$ cat config.mk
export PLATFORM = sky130hd
export DESIGN_NAME = midi_stream_parser_thru_core
export DESIGN_NICKNAME = d
export VERILOG_FILES = /design/src/rtl/msp_pkg.sv /design/src/rtl/msp_parser.sv /design/src/rtl/msp_out_seq.sv /design/src/rtl/midi_stream_parser_thru_core.sv
export VERILOG_INCLUDE_DIRS = /design/src /design/src/rtl
export SDC_FILE = /design/constraint.sdc
export NUM_CORES = 1
export LEC_CHECK = 0
export BUFFER_PORTS_ARGS = -buffer_cell sky130_fd_sc_hd__buf_2
export CAP_MARGIN = 15
export CORE_MARGIN = 2
export CORE_UTILIZATION = 53
export DETAILED_ROUTE_END_ITERATION = 10
export PLACE_DENSITY = 0.83
export SLEW_MARGIN = 10
export SYNTH_ARGS = -nofsm -noshare
export SYNTH_HDL_FRONTEND = slang
export SYNTH_SLANG_ARGS = --single-unit
$ cat constraint.sdc
create_clock -name i_clk -period 2.4 [get_ports i_clk]
set_clock_uncertainty 0.2 [all_clocks]
set_input_delay 0.48 -clock i_clk [delete_from_list [all_inputs] [get_ports i_clk]]
set_output_delay 0.48 -clock i_clk [all_outputs]
set_load 0.005 [all_outputs]
$ cat src/rtl/assert_macros.svh
// Assertion macros shared by the parser and output register modules.
`ifndef ASSERT_MACROS_SVH
`define ASSERT_MACROS_SVH

// Property must hold at every rising clock edge outside reset.
`define ASSERT_SYNC(label, clk, rst_n, prop) \
    label: assert property (@(posedge clk) disable iff (!rst_n) (prop)) \
        else $error("synchronous assertion failed");

// Condition must never be true outside reset.
`define ASSERT_NEVER(label, clk, rst_n, cond) \
    label: assert property (@(posedge clk) disable iff (!rst_n) !(cond)) \
        else $error("forbidden condition seen");

`endif

$ cat src/rtl/msp_pkg.sv
// Types, status codes and helpers for the MIDI stream parser.
package msp_pkg;

    // Status byte codes
    localparam logic [7:0] RT_FIRST      = 8'hf8;
    localparam logic [7:0] RT_TIMING_CLK = 8'hf8;
    localparam logic [7:0] RT_SEQ_START  = 8'hfa;
    localparam logic [7:0] RT_CONTINUE   = 8'hfb;
    localparam logic [7:0] RT_STOP       = 8'hfc;
    localparam logic [7:0] SYS_FIRST     = 8'hf0;
    localparam logic [7:0] SYS_EX        = 8'hf0;
    localparam logic [7:0] SYS_MTC       = 8'hf1;
    localparam logic [7:0] SYS_SONG_POS  = 8'hf2;
    localparam logic [7:0] SYS_SONG_SEL  = 8'hf3;
    localparam logic [7:0] RS_RESET      = 8'h90;

    // Channel message kinds (high nibble of status)
    localparam logic [3:0] HI_NOTE_OFF   = 4'h8;
    localparam logic [3:0] HI_NOTE_ON    = 4'h9;
    localparam logic [3:0] HI_POLY_PRESS = 4'ha;
    localparam logic [3:0] HI_CTRL       = 4'hb;
    localparam logic [3:0] HI_PROG       = 4'hc;
    localparam logic [3:0] HI_CHAN_PRESS = 4'hd;
    localparam logic [3:0] HI_PITCH      = 4'he;

    // Channel select value meaning "learn from traffic" / "not learned"
    localparam logic [4:0] CHAN_LEARN = 5'd16;

    localparam int MAX_RESULTS = 3;

    typedef enum logic [2:0] {
        EV_NONE,
        EV_KEY_ON,
        EV_KEY_OFF,
        EV_SONG_POS,
        EV_CLOCK,
        EV_START,
        EV_CONTINUE,
        EV_STOP
    } t_event_kind;

    typedef struct packed {
        logic        thru_valid;
        logic [7:0]  thru_byte;
        t_event_kind event_kind;
        logic [6:0]  key_note;
        logic [6:0]  key_velocity;
        logic [13:0] song_position;
    } t_result;

    // Results caused by one byte, entry 0 goes out first
    typedef struct packed {
        logic [1:0]                  cnt;
        t_result [MAX_RESULTS-1:0]   ent;
    } t_run;

    // Result that forwards one byte on the thru output
    function automatic t_result fwd_res(input logic [7:0] b);
        t_result r;
        r = '0;
        r.thru_valid = 1'b1;
        r.thru_byte  = b;
        return r;
    endfunction

endpackage

$ cat src/rtl/msp_parser.sv
// Running status parser: holds message state and builds the result run per byte.
`include "assert_macros.svh"

module msp_parser (
    input  logic           i_clk,
    input  logic           i_rst_n,
    input  logic           i_cfg_we,
    input  logic [4:0]     i_cfg_data,
    input  logic           i_item_valid,
    input  logic [7:0]     i_byte,
    output msp_pkg::t_run  o_run
);
    import msp_pkg::*;

    logic [4:0] r_chan_sel;
    logic [7:0] r_running,  n_running;
    logic [1:0] r_count,    n_count;
    logic [6:0] r_data0,    n_data0;
    logic [6:0] r_data1,    n_data1;
    logic [4:0] r_learned,  n_learned;
    t_run       run;

    // Decode one byte against the current state
    always_comb begin
        logic [7:0] st;
        logic [1:0] cnt;
        logic [6:0] d0;
        logic [6:0] d1;
        logic [3:0] hi;
        logic [3:0] listen;
        logic       mine;

        n_learned = r_learned;
        run       = '0;
        st        = r_running;
        cnt       = r_count;
        d0        = r_data0;
        d1        = r_data1;
        hi        = st[7:4];
        listen    = r_chan_sel[3:0];
        mine      = 1'b0;

        if (i_byte >= RT_FIRST) begin
            // real-time: echo and leave the message state alone
            run.cnt    = 2'd1;
            run.ent[0] = fwd_res(i_byte);
            case (i_byte)
                RT_TIMING_CLK: run.ent[0].event_kind = EV_CLOCK;
                RT_SEQ_START:  run.ent[0].event_kind = EV_START;
                RT_CONTINUE:   run.ent[0].event_kind = EV_CONTINUE;
                RT_STOP:       run.ent[0].event_kind = EV_STOP;
                default:       run.ent[0].event_kind = EV_NONE;
            endcase
        end else begin
            if (i_byte[7]) begin
                st  = i_byte;
                cnt = 2'd0;
            end else if (cnt < 2'd2) begin
                if (cnt[0]) begin
                    d1 = i_byte[6:0];
                end else begin
                    d0 = i_byte[6:0];
                end
                cnt = cnt + 2'd1;
            end
            hi = st[7:4];

            if (st >= SYS_FIRST) begin
                case (st)
                    SYS_EX: begin
                        // every SysEx byte goes out alone
                        run.cnt = 2'd1;
                        if (cnt == 2'd0) begin
                            run.ent[0] = fwd_res(st);
                        end else if (cnt == 2'd1) begin
                            run.ent[0] = fwd_res({1'b0, d0});
                        end else begin
                            run.ent[0] = fwd_res({1'b0, d1});
                        end
                        cnt = 2'd1;
                    end
                    SYS_SONG_POS: begin
                        if (cnt >= 2'd2) begin
                            run.cnt                  = 2'd1;
                            run.ent[0].event_kind    = EV_SONG_POS;
                            run.ent[0].song_position = {d1, d0};
                            cnt = 2'd0;
                        end
                    end
                    SYS_MTC, SYS_SONG_SEL: begin
                        if (cnt >= 2'd1) begin
                            run.cnt    = 2'd2;
                            run.ent[0] = fwd_res(st);
                            run.ent[1] = fwd_res({1'b0, d0});
                            cnt = 2'd0;
                        end
                    end
                    default: begin
                        // end of SysEx, tune request, undefined codes
                        cnt = 2'd0;
                    end
                endcase
            end else begin
                // channel message: pick the listened channel, learning if asked
                if (r_chan_sel[4]) begin
                    if (r_learned[4]) begin
                        n_learned = {1'b0, st[3:0]};
                    end
                    listen = n_learned[3:0];
                end
                mine = (st[3:0] == listen);

                if (hi inside {HI_PROG, HI_CHAN_PRESS}) begin
                    if (cnt >= 2'd1) begin
                        run.cnt    = 2'd2;
                        run.ent[0] = fwd_res(st);
                        run.ent[1] = fwd_res({1'b0, d0});
                        cnt = 2'd0;
                    end
                end else if (cnt >= 2'd2) begin
                    if (mine && hi == HI_NOTE_ON && d1 != 7'd0) begin
                        run.cnt                 = 2'd1;
                        run.ent[0].event_kind   = EV_KEY_ON;
                        run.ent[0].key_note     = d0;
                        run.ent[0].key_velocity = d1;
                    end else if (mine && hi inside {HI_NOTE_ON, HI_NOTE_OFF}) begin
                        run.cnt               = 2'd1;
                        run.ent[0].event_kind = EV_KEY_OFF;
                        run.ent[0].key_note   = d0;
                    end else if (mine && hi == HI_CTRL) begin
                        run.cnt = 2'd0;
                    end else begin
                        run.cnt    = 2'd3;
                        run.ent[0] = fwd_res(st);
                        run.ent[1] = fwd_res({1'b0, d0});
                        run.ent[2] = fwd_res({1'b0, d1});
                    end
                    cnt = 2'd0;
                end
            end
        end

        n_running = st;
        n_count   = cnt;
        n_data0   = d0;
        n_data1   = d1;
    end

    assign o_run = run;

    // Control state
    always_ff @(posedge i_clk) begin
        if (!i_rst_n) begin
            r_chan_sel <= CHAN_LEARN;
            r_running  <= RS_RESET;
            r_count    <= 2'd0;
            r_learned  <= CHAN_LEARN;
        end else begin
            if (i_cfg_we) begin
                r_chan_sel <= i_cfg_data;
            end
            if (i_item_valid) begin
                r_running <= n_running;
                r_count   <= n_count;
                r_learned <= n_learned;
            end
        end
    end

    // Held data bytes, undefined until written
    always_ff @(posedge i_clk) begin
        if (i_item_valid) begin
            r_data0 <= n_data0;
            r_data1 <= n_data1;
        end
    end

    // Every message handler leaves at most one data byte pending
    `ASSERT_NEVER(a_count_below_two, i_clk, i_rst_n, r_count[1])
    // A learned channel is kept
    `ASSERT_SYNC(a_learned_sticks, i_clk, i_rst_n, !r_learned[4] |=> !r_learned[4])
    // Real-time bytes do not disturb message state
    `ASSERT_SYNC(a_rt_keeps_state, i_clk, i_rst_n,
        (i_item_valid && i_byte >= RT_FIRST) |=> ($stable(r_running) && $stable(r_count)))

endmodule

$ cat src/rtl/msp_out_seq.sv
// Output register: holds the result run of one byte and hands it out one per transaction.
`include "assert_macros.svh"

module msp_out_seq (
    input  logic             i_clk,
    input  logic             i_rst_n,
    input  logic             i_load_en,
    input  msp_pkg::t_run    i_run,
    input  logic             i_stall,
    output logic             o_can_load,
    output logic             o_valid,
    output msp_pkg::t_result o_result,
    output logic             o_last
);
    import msp_pkg::*;

    logic [1:0] r_cnt;
    t_result    r_ent [MAX_RESULTS];
    logic       pop;

    assign pop        = (r_cnt != 2'd0) && !i_stall;
    // free now, or its last result leaves this cycle
    assign o_can_load = (r_cnt == 2'd0) || ((r_cnt == 2'd1) && pop);
    assign o_valid    = (r_cnt != 2'd0);
    assign o_result   = r_ent[0];
    assign o_last     = (r_cnt == 2'd1);

    // Remaining result count
    always_ff @(posedge i_clk) begin
        if (!i_rst_n) begin
            r_cnt <= 2'd0;
        end else if (i_load_en) begin
            r_cnt <= i_run.cnt;
        end else if (pop) begin
            r_cnt <= r_cnt - 2'd1;
        end
    end

    // Result payload, shifts toward entry 0 on each transaction
    always_ff @(posedge i_clk) begin
        if (i_load_en) begin
            r_ent[0] <= i_run.ent[0];
            r_ent[1] <= i_run.ent[1];
            r_ent[2] <= i_run.ent[2];
        end else if (pop) begin
            r_ent[0] <= r_ent[1];
            r_ent[1] <= r_ent[2];
        end
    end

    // More results pending keeps the output valid
    `ASSERT_SYNC(a_run_continues, i_clk, i_rst_n,
        (pop && (r_cnt == 2'd2 || r_cnt == 2'd3)) |=> o_valid)
    // A new run never overwrites results not yet taken
    `ASSERT_SYNC(a_no_overwrite, i_clk, i_rst_n,
        i_load_en |-> (r_cnt == 2'd0 || (r_cnt == 2'd1 && !i_stall)))
    // A byte with no results leaves nothing on the output
    `ASSERT_SYNC(a_empty_run, i_clk, i_rst_n,
        (i_load_en && i_run.cnt == 2'd0) |=> !o_valid)

endmodule

$ cat src/rtl/midi_stream_parser_thru_core.sv
// Top level of the MIDI stream parser with thru forwarding.
// One received MIDI byte per input transaction; each byte yields zero to three
// results (forwarded thru bytes or events), the last one flagged by o_last_of_run.
// A byte is held in the input register, parsed in a single pass, and its results
// are loaded into the output register and go out one per output transaction.
// Unless the result side stalls, bytes with at most one result are taken every
// cycle; a byte with two or three results holds the output register until its
// last one is taken, stalling the input. Channel select must be written over the
// configuration port only while the block is idle, which the block does not
// enforce; 16 and up makes it learn its channel from the first channel message.
module midi_stream_parser_thru_core (
    input  logic        i_clk,
    input  logic        i_rst_n,
    // configuration write
    input  logic        i_cfg_valid,
    output logic        o_cfg_ready,
    input  logic [4:0]  i_cfg_data,
    // received bytes
    input  logic        i_rx_valid,
    output logic        o_rx_stall,
    input  logic [7:0]  i_rx_byte,
    // results
    output logic        o_res_valid,
    input  logic        i_res_stall,
    output logic        o_thru_valid,
    output logic [7:0]  o_thru_byte,
    output logic [2:0]  o_event_kind,
    output logic [6:0]  o_key_note,
    output logic [6:0]  o_key_velocity,
    output logic [13:0] o_song_position,
    output logic        o_last_of_run
);
    import msp_pkg::*;

    logic       r_in_valid;
    logic [7:0] r_in_byte;
    logic       can_load;
    logic       advance;
    logic       rx_accept;
    t_run       run;
    t_result    res;

    assign o_cfg_ready = 1'b1;

    // Input register
    assign advance    = r_in_valid && can_load;
    assign o_rx_stall = r_in_valid && !can_load;
    assign rx_accept  = i_rx_valid && !o_rx_stall;

    always_ff @(posedge i_clk) begin
        if (!i_rst_n) begin
            r_in_valid <= 1'b0;
        end else if (rx_accept) begin
            r_in_valid <= 1'b1;
        end else if (advance) begin
            r_in_valid <= 1'b0;
        end
    end

    always_ff @(posedge i_clk) begin
        if (rx_accept) begin
            r_in_byte <= i_rx_byte;
        end
    end

    msp_parser u_parser (
        .i_clk        (i_clk),
        .i_rst_n      (i_rst_n),
        .i_cfg_we     (i_cfg_valid),
        .i_cfg_data   (i_cfg_data),
        .i_item_valid (advance),
        .i_byte       (r_in_byte),
        .o_run        (run)
    );

    msp_out_seq u_out_seq (
        .i_clk      (i_clk),
        .i_rst_n    (i_rst_n),
        .i_load_en  (advance),
        .i_run      (run),
        .i_stall    (i_res_stall),
        .o_can_load (can_load),
        .o_valid    (o_res_valid),
        .o_result   (res),
        .o_last     (o_last_of_run)
    );

    // Result fields
    assign o_thru_valid    = res.thru_valid;
    assign o_thru_byte     = res.thru_byte;
    assign o_event_kind    = res.event_kind;
    assign o_key_note      = res.key_note;
    assign o_key_velocity  = res.key_velocity;
    assign o_song_position = res.song_position;

endmodule

==> reports/summary.json, run 1 <==
{
  "run_status": "finished with violations",
  "failed_checks": "setup timing",
  "antenna_cells": 0,
  "power_report.internal_total_mw": 3.07,
  "drive_above_1_share": 0.424,
  "timing.critical_path.slowest_stage_cell": "or4_1",
  "route.detailed.vias_per_inst": 5.74,
  "achievable-frequency_mhz": 383,
  "clock_power_share": 0.245,
  "final_design_area_no_fill_mm2": 0.00638,
  "tightestPinTransition_ns": 0.637,
  "share_of_the_cycle_needed_by_the_critical_path_after_routing": 1.09,
  "regToRegSetupSlack_ns": -0.21,
  "critical_path.n_buffers_inverters": 3,
  "critPathLaunch": "r_in_byte[7]",
  "synth_area_mm2": 0.00508,
  "final_report_setup_violation_count": 44,
  "globalRouteOverflowTotal": 0,
  "layout_setup_ws_ns": -0.212,
  "gp_routability_congestion": 0.994,
  "cts_made_buffers": 9,
  "first_global_vias": 3827,
  "cp_data_arrival_time_ns": 2.54,
  "drv_cap": 0,
  "total_power_mw": 4.51,
  "post_synth_most_frequent_cells": "78 x edfxtp_1, 51 x nor2_1, 42 x buf_4, 42 x nand2_1, 29 x mux2i_1",
  "fill_cells": 643,
  "cts_clk_pin_slew_worst_paths_ns": 0.11,
  "tns_ns": -4.89,
  "design.final.nets": 577,
  "synth_sequential_area_ratio": 0.552,
  "dpl-instance-area_mm2": 0.00582,
  "worst_skew_late_latency_ns": 0.39,
  "critical-path-top-delay-family": "buffers and inverters",
  "slew-limit-headroom": 0.575,
  "final.min_clock_period_ns": 2.61,
  "critPathRequiredTime_ns": 2.33,
  "grt_first_pass_wirelength_um": 19400,
  "cell_type_with_the_largest_total_area_after_synthesis": "edfxtp_1",
  "initial_utilization": 0.547,
  "hold-path-cell-count": 1,
  "synth_cells": 454,
  "reg2reg_from": "r_in_byte[7]",
  "drtAntennaViolNets": 0,
  "vias": 3959,
  "io_pins": 62,
  "sw_frac_of_total": 0.318,
  "finalHoldViolCount": 0,
  "synth_nets": 475,
  "power_density_mw_per_mm2": 707,
  "dieWidth_um": 102,
  "critPathLaunchType": "flip-flop",
  "number_of_synthesized_flops_with_an_enable_pin": 78,
  "power.combinational.fraction": 0.259,
  "timing.critical_path.cells": "buf_12, mux2i_4, buf_4, xor2_1, a31oi_1, or4_1, buf_6, o211ai_1, o22ai_1",
  "cts_htree_levels": 3,
  "p_sw_mw": 1.43,
  "yosys.cell_types.count": 61,
  "synth-async-reset-ratio": 0,
  "setup_repair_after_global_routing_missed_its_margin": "true",
  "area_growth_pct": 25.6,
  "crit_type": "flip-flop to flip-flop",
  "cts.sink_count": 101,
  "synth.yosys.warnings": 0,
  "detailed_place_hpwl_um": 8820,
  "grt_antenna_before_repair": 0,
  "cts_max_path_buffers": 2,
  "detail_route.drc_violations": 0,
  "cts_root_buf": "clkbuf_8",
  "timing.hold.ws_ns": 0.0605,
  "r2r.worst_path.cells": 9,
  "yosys-top-cells-area": "edfxtp_1 46%, dfxtp_1 9.1%, buf_4 6.2%",
  "y_dimension_of_the_die_um": 102,
  "wl_per_cell_um": 18.4,
  "synth_largest_type_area_fraction": 0.461,
  "worst-path-stages": 9,
  "vdd.ir_drop.worst_uv": 352,
  "yosysMostFrequentCell": "edfxtp_1",
  "sequentialPowerShare": 0.496,
  "floorplan.core_area_mm2": 0.00928,
  "ys_ff_latch": 101,
  "worstPathMaxFanout": 15,
  "dp_slack_ns": -0.209,
  "fp-row-count": 35,
  "grt_usage": 0.248,
  "synth_area_per_cell_um2": 11.2,
  "drt-initial-drc-count": 364,
  "critical_path.max_stage_delay_ns": 0.44,
  "grt_start_max_net_pins": 49,
  "count_of_final_max_slew_check_failures": 0,
  "die_area_mm2": 0.0104,
  "hold_path.startpoint": "i_rx_byte[2]",
  "crit_path_end_kind": "flip-flop",
  "port-buffer-count": 60,
  "cts_tree": "done",
  "synth-main-ff-cell": "edfxtp_1",
  "total_leakage_power_nw": 2.70,
  "timing.hold.worst_endpoint": "r_in_byte[2]",
  "drt_pass1_iterations": 5,
  "drt_wl_total_um": 12700,
  "worstHoldPathType": "input pin to flip-flop",
  "regToRegEndpoint": "u_out_seq.r_ent[0][32]"
}
==> placed cells by master (no fill, tap or decap), types with 7 or more instances in the layout <==
cell and count:
a21oi_1 12, o21ai_2 7, edfxtp_1 78, mux2i_4 9, nand2_1 40, nor2_1 33, buf_6 7, inv_1 20
nor2b_1 8, dfxtp_1 20, nor2_2 17, clkbuf_8 9, xor2_1 8, mux2i_1 22, o211a_1 9, buf_4 79
buf_2 60, nand3_1 9
==> area by class of cell <==
| cell class | count | area [µm²] | share of cell area |
|---|---|---|---|
| Timing Repair Buffer | 150 | 1050 | 0.165 |
| Multi-Input combinational cell | 270 | 2060 | 0.322 |
| Inverter | 24 | 96.3 | 0.0151 |
| Tap cell | 129 | 161 | 0.0253 |
| Clock inverter | 7 | 81.3 | 0.0128 |
| Sequential cell | 101 | 2810 | 0.440 |
| Clock buffer | 9 | 124 | 0.0194 |
==> metrics by stage <==
step                      std cells  utilization
final                           690        0.687
after floorplan                 454            -
after global placement          660        0.627
after detailed placement        660        0.627
after CTS                       682        0.659
after global routing            690        0.687
==> kinds of logic (layout without fill, tap and decap cells) <==
group / count (synthesis) / after routing / share of synthesized area
adders and majority gates: 3 / 3 / 0.00740
buffers and inverters: 83 / 190 / 0.0976
AOI/OAI and AO/OA: 75 / 75 / 0.111
DFF: 101 / 101 / 0.552
xor gates and xnor gates: 9 / 9 / 0.0155
and+or+nand+nor: 148 / 148 / 0.142
muxes: 34 / 34 / 0.0742
other: 1 / 1 / 0.000739
==> power groups by stage <==
stage / clock (mW) / sequential, mW / combinational (mW)
after global placement: 0 / 2.26 / 1.01
after detailed placement: 0 / 2.26 / 1.04
after floorplan: 0 / 2.24 / 0.699
after CTS: 1.10 / 2.23 / 1.07
after global routing: 1.17 / 2.25 / 1.25
final: 1.10 / 2.24 / 1.17
==> flip-flops by register name, indices dropped and copies added, names as in the netlist <==
signal               count
u_parser.r_running       8
u_parser.r_count         2
u_parser.r_learned       5
u_out_seq.r_cnt          2
u_out_seq.r_ent         56
u_parser.r_chan_sel      5
r_in_byte                8
u_parser.r_data0         7
u_parser.r_data1         7
r_in_valid               1
==> what timing repair did <==
item,CTS,global route
pin swaps,3,6
resized for setup,11,57
endpoints found under the setup margin,56,62
cloned,1,1
buffers inserted,5,7
hold buffers,0,0
==> how the worst max path moves through the flow <==
stage	end	slack, ns
6_report	u_out_seq.r_ent[0][32]	-0.21
3_3_place_gp	u_out_seq.r_ent[0][79]	-0.17
3_5_place_dp	u_out_seq.r_ent[0][32]	-0.21
2_1_floorplan	u_out_seq.r_ent[0][33]	-0.14
5_1_grt	u_out_seq.r_ent[0][32]	-0.33
4_1_cts	u_out_seq.r_ent[0][32]	-0.15
==> metal layers <==
layer  share of wire  track usage  wire length (µm)  vias to the layer above
met5               0            0                 0                        -
met4           0.032        0.110               411                        0
met3           0.063       0.0431               801                       42
met2            0.49        0.400              6150                      209
met1            0.42        0.331              5310                     1921
li1                -            -                 -                     1787
No activity file was read; power rests on OpenSTA's default activity.
==> run 2: changes to the inputs <==
- CORE_UTILIZATION: 53 -> 40
- MAX_ROUTING_LAYER: not set -> met4
- PLACE_DENSITY: 0.83 -> 0.67
==> reports/summary.json, run 2 (synthesis gave the netlist of run 1 again) <==
{
  "grt_antenna_before_repair": 0,
  "achievable-frequency_mhz": 385,
  "power_report.internal_total_mw": 3.52,
  "count_of_final_max_slew_check_failures": 0,
  "cts_clk_pin_slew_worst_paths_ns": 0.07,
  "worstPathMaxFanout": 11,
  "first_global_vias": 3743,
  "power_density_mw_per_mm2": 752,
  "antenna_cells": 0,
  "die_area_mm2": 0.0136,
  "timing.critical_path.slowest_stage_cell": "or4_4",
  "critPathRequiredTime_ns": 2.29,
  "cts_root_buf": "clkbuf_16",
  "cts_made_buffers": 9,
  "route.detailed.vias_per_inst": 5.14,
  "power.combinational.fraction": 0.243,
  "port-buffer-count": 60,
  "cts_max_path_buffers": 2,
  "cp_data_arrival_time_ns": 2.49,
  "flip_flop_count_of_the_largest_register_all_copies_and_words_added": 56,
  "layout_setup_ws_ns": -0.196,
  "cts.sink_count": 101,
  "floorplan.core_area_mm2": 0.0125,
  "final_report_setup_violation_count": 42,
  "layout_commonest_cell": "buf_4",
  "initial_utilization": 0.406,
  "reg.largest.list": "u_out_seq.r_ent x56, r_in_byte x8, u_parser.r_running x8",
  "vdd.ir_drop.worst_uv": 319,
  "total_leakage_power_nw": 2.79,
  "dieWidth_um": 117,
  "failed_checks": "setup timing",
  "mostFrequentLayoutCells": "83 x buf_4, 78 x edfxtp_1, 60 x buf_2, 41 x nand2_1, 41 x nor2_1",
  "p_sw_mw": 1.43,
  "area_growth_pct": 29.8,
  "sequentialPowerShare": 0.451,
  "drt_pass1_iterations": 5,
  "drt-initial-drc-count": 257,
  "vias": 3798,
  "clock_power_share": 0.307,
  "cts_tree": "done",
  "finish.utilization": 0.526,
  "gp_routability_congestion": 0.916,
  "crit_path_end_kind": "flip-flop",
  "hold_buffers": 0,
  "io_pins": 62,
  "drv_cap": 0,
  "sw_frac_of_total": 0.288,
  "grt_start_max_net_pins": 49,
  "worst_skew_late_latency_ns": 0.35,
  "slew-limit-headroom": 0.502,
  "finalHoldViolCount": 0,
  "timing.critical_path.cells": "buf_12, buf_4, nand3b_1, a32oi_2, nand2b_1, or4_4, buf_6, o2111ai_4, nand2_1",
  "max_flop_register": "u_out_seq.r_ent",
  "critical_path.max_stage_delay_ns": 0.54,
  "placed_cell_count": 713,
  "wl_per_cell_um": 17.3,
  "y_dimension_of_the_die_um": 117,
  "critPathLaunchType": "flip-flop",
  "grt_first_pass_wirelength_um": 20300,
  "cts_htree_levels": 3,
  "final.min_clock_period_ns": 2.60,
  "detail_route.drc_violations": 0,
  "detailed_place_hpwl_um": 9560,
  "share_of_the_cycle_needed_by_the_critical_path_after_routing": 1.08,
  "tightestPinTransition_ns": 0.745,
  "setup_repair_after_global_routing_missed_its_margin": "true",
  "fp-row-count": 41,
  "drive_above_1_share": 0.414,
  "globalRouteOverflowTotal": 0,
  "run_status": "finished with violations",
  "drt_wl_total_um": 12800,
  "finalNonFillerCells": 739,
  "crit_type": "flip-flop to flip-flop",
  "worstHoldPathType": "input pin to flip-flop",
  "drtAntennaViolNets": 0,
  "design.final.nets": 584,
  "grt_usage": 0.206
}
-- run 2: layout make-up --
cell class	instances	area (µm²)
clock buffer	9	225
tap	172	215
fill	1088	5930
inverter	24	96.3
multi-input combinational	270	2030
clock inverter	6	78.8
timing repair buffer	157	1130
sequential	101	2810
-- run 2: worst paths after layout --
kind / startpoint / to / slack (ns) / cells after the start
max: r_in_byte[7] / u_out_seq.r_ent[0][79] / -0.20 / 9
min: i_rx_byte[2] / r_in_byte[2] / 0.1 / 1
max reg2reg: r_in_byte[7] / u_out_seq.r_ent[0][79] / -0.20 / 9
min reg2reg: u_parser.r_learned[4] / u_parser.r_learned[4] / 0.27 / 2
-- run 2: critical path: cells and delay by family, from the launching register on --
family	cells	cell delay, ns
buf+inv	3	0.46
compound gates	2	0.32
flops	1	0.38
simple gates	4	0.97
-- run 2: stage by stage --
step	hold WS, ns	instance area [µm²]	power [mW]	worst slack [ns]	setup TNS (ns)
2_1_floorplan	0.226	5140	2.94	-0.140	-1.43
3_3_place_gp	0.246	5980	3.34	-0.209	-5.34
3_5_place_dp	0.249	5980	3.36	-0.295	-7.12
4_1_cts	0.0918	6520	4.95	-0.230	-4.88
5_1_grt	0.0946	6590	5.17	-0.333	-9.37
6_report	0.0981	6590	4.95	-0.196	-4.55
-- run 2: power by group through the flow --
stage / Clock [mW] / Combinational [mW] / Sequential, mW
after floorplan: 0 / 0.699 / 2.24
after global placement: 0 / 1.08 / 2.26
after detailed placement: 0 / 1.10 / 2.26
after CTS: 1.54 / 1.18 / 2.23
after global routing: 1.60 / 1.31 / 2.25
final: 1.52 / 1.20 / 2.23
-- run 2: metal layers --
layer	global-route usage	wire, µm	vias to the layer above
li1	-	-	1813
met1	0.265	5630	1837
met2	0.326	6160	122
met3	0.0462	702	26
met4	0.0682	284	0
met5	-	0	-
-- run 2: timing repair --
item,CTS,global route
pin swaps,4,5
endpoints found under the setup margin,43,63
gates resized for setup,36,16
gates cloned,0,0
buffers inserted,9,2
==> run 3: changes to the inputs <==
- CORE_UTILIZATION: 40 -> 53
- PLACE_DENSITY: 0.67 -> 0.83
==> reports/summary.json, run 3 (synthesis gave the netlist of run 1 again) <==
{
  "run_status": "finished with violations",
  "failed_checks": "setup timing",
  "dpl-instance-area_mm2": 0.00583,
  "worstHoldPathType": "input pin to flip-flop",
  "critical_path.n_buffers_inverters": 2,
  "crit_type": "flip-flop to flip-flop",
  "drt_wl_total_um": 12200,
  "critical_path.max_stage_delay_ns": 0.54,
  "final_report_setup_violation_count": 39,
  "total_leakage_power_nw": 2.66,
  "power_density_mw_per_mm2": 717,
  "grt_first_pass_wirelength_um": 18700,
  "grt_usage": 0.247,
  "critPathRequiredTime_ns": 2.33,
  "gp_routability_congestion": 0.963,
  "cts_max_path_buffers": 2,
  "timing.critical_path.cells": "buf_12, mux2i_4, xor2_1, a31oi_1, or4_1, buf_6, o211ai_1, o22ai_1",
  "cts.sink_count": 101,
  "setup_repair_after_global_routing_missed_its_margin": "true",
  "grt_antenna_before_repair": 0,
  "final.min_clock_period_ns": 2.61,
  "cts_root_buf": "clkbuf_8",
  "reg.largest.list": "u_out_seq.r_ent x56, r_in_byte x8, u_parser.r_running x8",
  "p_sw_mw": 1.39,
  "area_of_combinational_cells_with_multiple_inputs_mm2": 0.00194,
  "count_of_final_max_slew_check_failures": 0,
  "antenna_cells": 0,
  "y_dimension_of_the_die_um": 102,
  "drive_above_1_share": 0.384,
  "worst_skew_late_latency_ns": 0.39,
  "slew-limit-headroom": 0.556,
  "design.final.nets": 574,
  "globalRouteOverflowTotal": 0,
  "final_design_area_no_fill_mm2": 0.00620,
  "fill_cells": 698,
  "die_area_mm2": 0.0104,
  "critical-path-top-delay-family": "simple AND/OR/NAND/NOR gates",
  "sequential_cell_area_mm2": 0.00281,
  "hold_buffers": 0,
  "fp-row-count": 35,
  "layout_setup_ws_ns": -0.206,
  "io_pins": 62,
  "drtAntennaViolNets": 0,
  "vias": 3877,
  "mostFrequentLayoutCells": "82 x buf_4, 78 x edfxtp_1, 60 x buf_2, 49 x nor2_1, 40 x nand2_1",
  "port-buffer-count": 60,
  "share_of_the_cycle_needed_by_the_critical_path_after_routing": 1.09,
  "crit_path_end_kind": "flip-flop",
  "total_power_mw": 4.44,
  "drt-initial-drc-count": 340,
  "timing.critical_path.slowest_stage_cell": "or4_1",
  "detailed_place_hpwl_um": 9160,
  "finish.utilization": 0.667,
  "flip_flop_count_of_the_largest_register_all_copies_and_words_added": 56,
  "grt_start_max_net_pins": 49,
  "area_growth_pct": 22.1,
  "power.combinational.fraction": 0.251,
  "cp_data_arrival_time_ns": 2.53,
  "first_global_vias": 3673,
  "max_flop_register": "u_out_seq.r_ent",
  "cts_made_buffers": 9,
  "critPathLaunchType": "flip-flop",
  "route.detailed.vias_per_inst": 5.64,
  "sw_frac_of_total": 0.312,
  "worstPathMaxFanout": 16,
  "initial_utilization": 0.547,
  "power_report.internal_total_mw": 3.05,
  "drv_cap": 0,
  "cts_clk_pin_slew_worst_paths_ns": 0.11,
  "cts_htree_levels": 3,
  "placed_cell_count": 664,
  "drt_pass1_iterations": 5,
  "layout_commonest_cell": "buf_4",
  "cts_tree": "done",
  "clock_power_share": 0.247,
  "sequentialPowerShare": 0.502,
  "floorplan.core_area_mm2": 0.00928,
  "finalNonFillerCells": 687,
  "finalHoldViolCount": 0,
  "vdd.ir_drop.worst_uv": 328,
  "dieWidth_um": 102,
  "tightestPinTransition_ns": 0.664,
  "wl_per_cell_um": 17.8,
  "achievable-frequency_mhz": 384,
  "detail_route.drc_violations": 0,
  "tns_ns": -3.81
}
## run 3: changes by cell type in the layout (fill, tap and decap cells not counted), sizes merged
| cell | previous run | this run |
|---|---|---|
| bufinv | 1 | 0 |
| clkinv | 1 | 2 |
| inv | 27 | 28 |
| buf | 157 | 147 |
## run 3: metal layers
| layer | vias to the layer above | GRT usage | routed length [µm] |
|---|---|---|---|
| li1 | 1779 | - | - |
| met1 | 1863 | 0.314 | 5060 |
| met2 | 199 | 0.387 | 5850 |
| met3 | 36 | 0.0499 | 883 |
| met4 | 0 | 0.105 | 397 |
| met5 | - | - | 0 |
## run 3: area by class of cell
class	count	share of cell area
Clock buffer	9	0.0200
Clock inverter	7	0.0131
Inverter	24	0.0155
Multi-Input combinational cell	270	0.313
Sequential cell	101	0.453
Tap cell	129	0.0261
Timing Repair Buffer	147	0.160
## run 3: worst reg2reg max path, stage by stage (launching register included)
cell and delay [ns]:
edfxtp_1 0.39, buf_12 0.17, mux2i_4 0.31, xor2_1 0.20, a31oi_1 0.13, or4_1 0.54
buf_6 0.17, o211ai_1 0.13, o22ai_1 0.13
## run 3: final timing paths
path                                                to  slack (ns)                   from  cells after the start
worst min-delay path                      r_in_byte[1]        0.07           i_rx_byte[1]                      1
worst max-delay path            u_out_seq.r_ent[0][32]       -0.21           r_in_byte[7]                      8
worst min register to register   u_parser.r_learned[4]        0.29  u_parser.r_learned[4]                      2
worst max register to register  u_out_seq.r_ent[0][32]       -0.21           r_in_byte[7]                      8
## run 3: power groups by stage
stage                     Sequential (mW)  Combinational [mW]  Clock [mW]
final                                2.23                1.11        1.10
after global routing                 2.25                1.20        1.17
after CTS                            2.23                1.06        1.11
after detailed placement             2.26                1.04           0
after global placement               2.26                1.00           0
after floorplan                      2.24               0.699           0
## run 3: metrics by stage
stage	setup slack, ns	hold WS (ns)
finish	-0.206	0.0658
global route	-0.281	0.0676
CTS	-0.190	0.0610
detailed placement	-0.294	0.264
global placement	-0.209	0.240
floorplan	-0.140	0.226
## run 3: what timing repair did
| action | 4_1_cts | 5_1_grt |
|---|---|---|
| pin swaps | 7 | 3 |
| setup buffers | 5 | 2 |
| endpoints found under the setup margin | 56 | 67 |
| resized for setup | 7 | 20 |
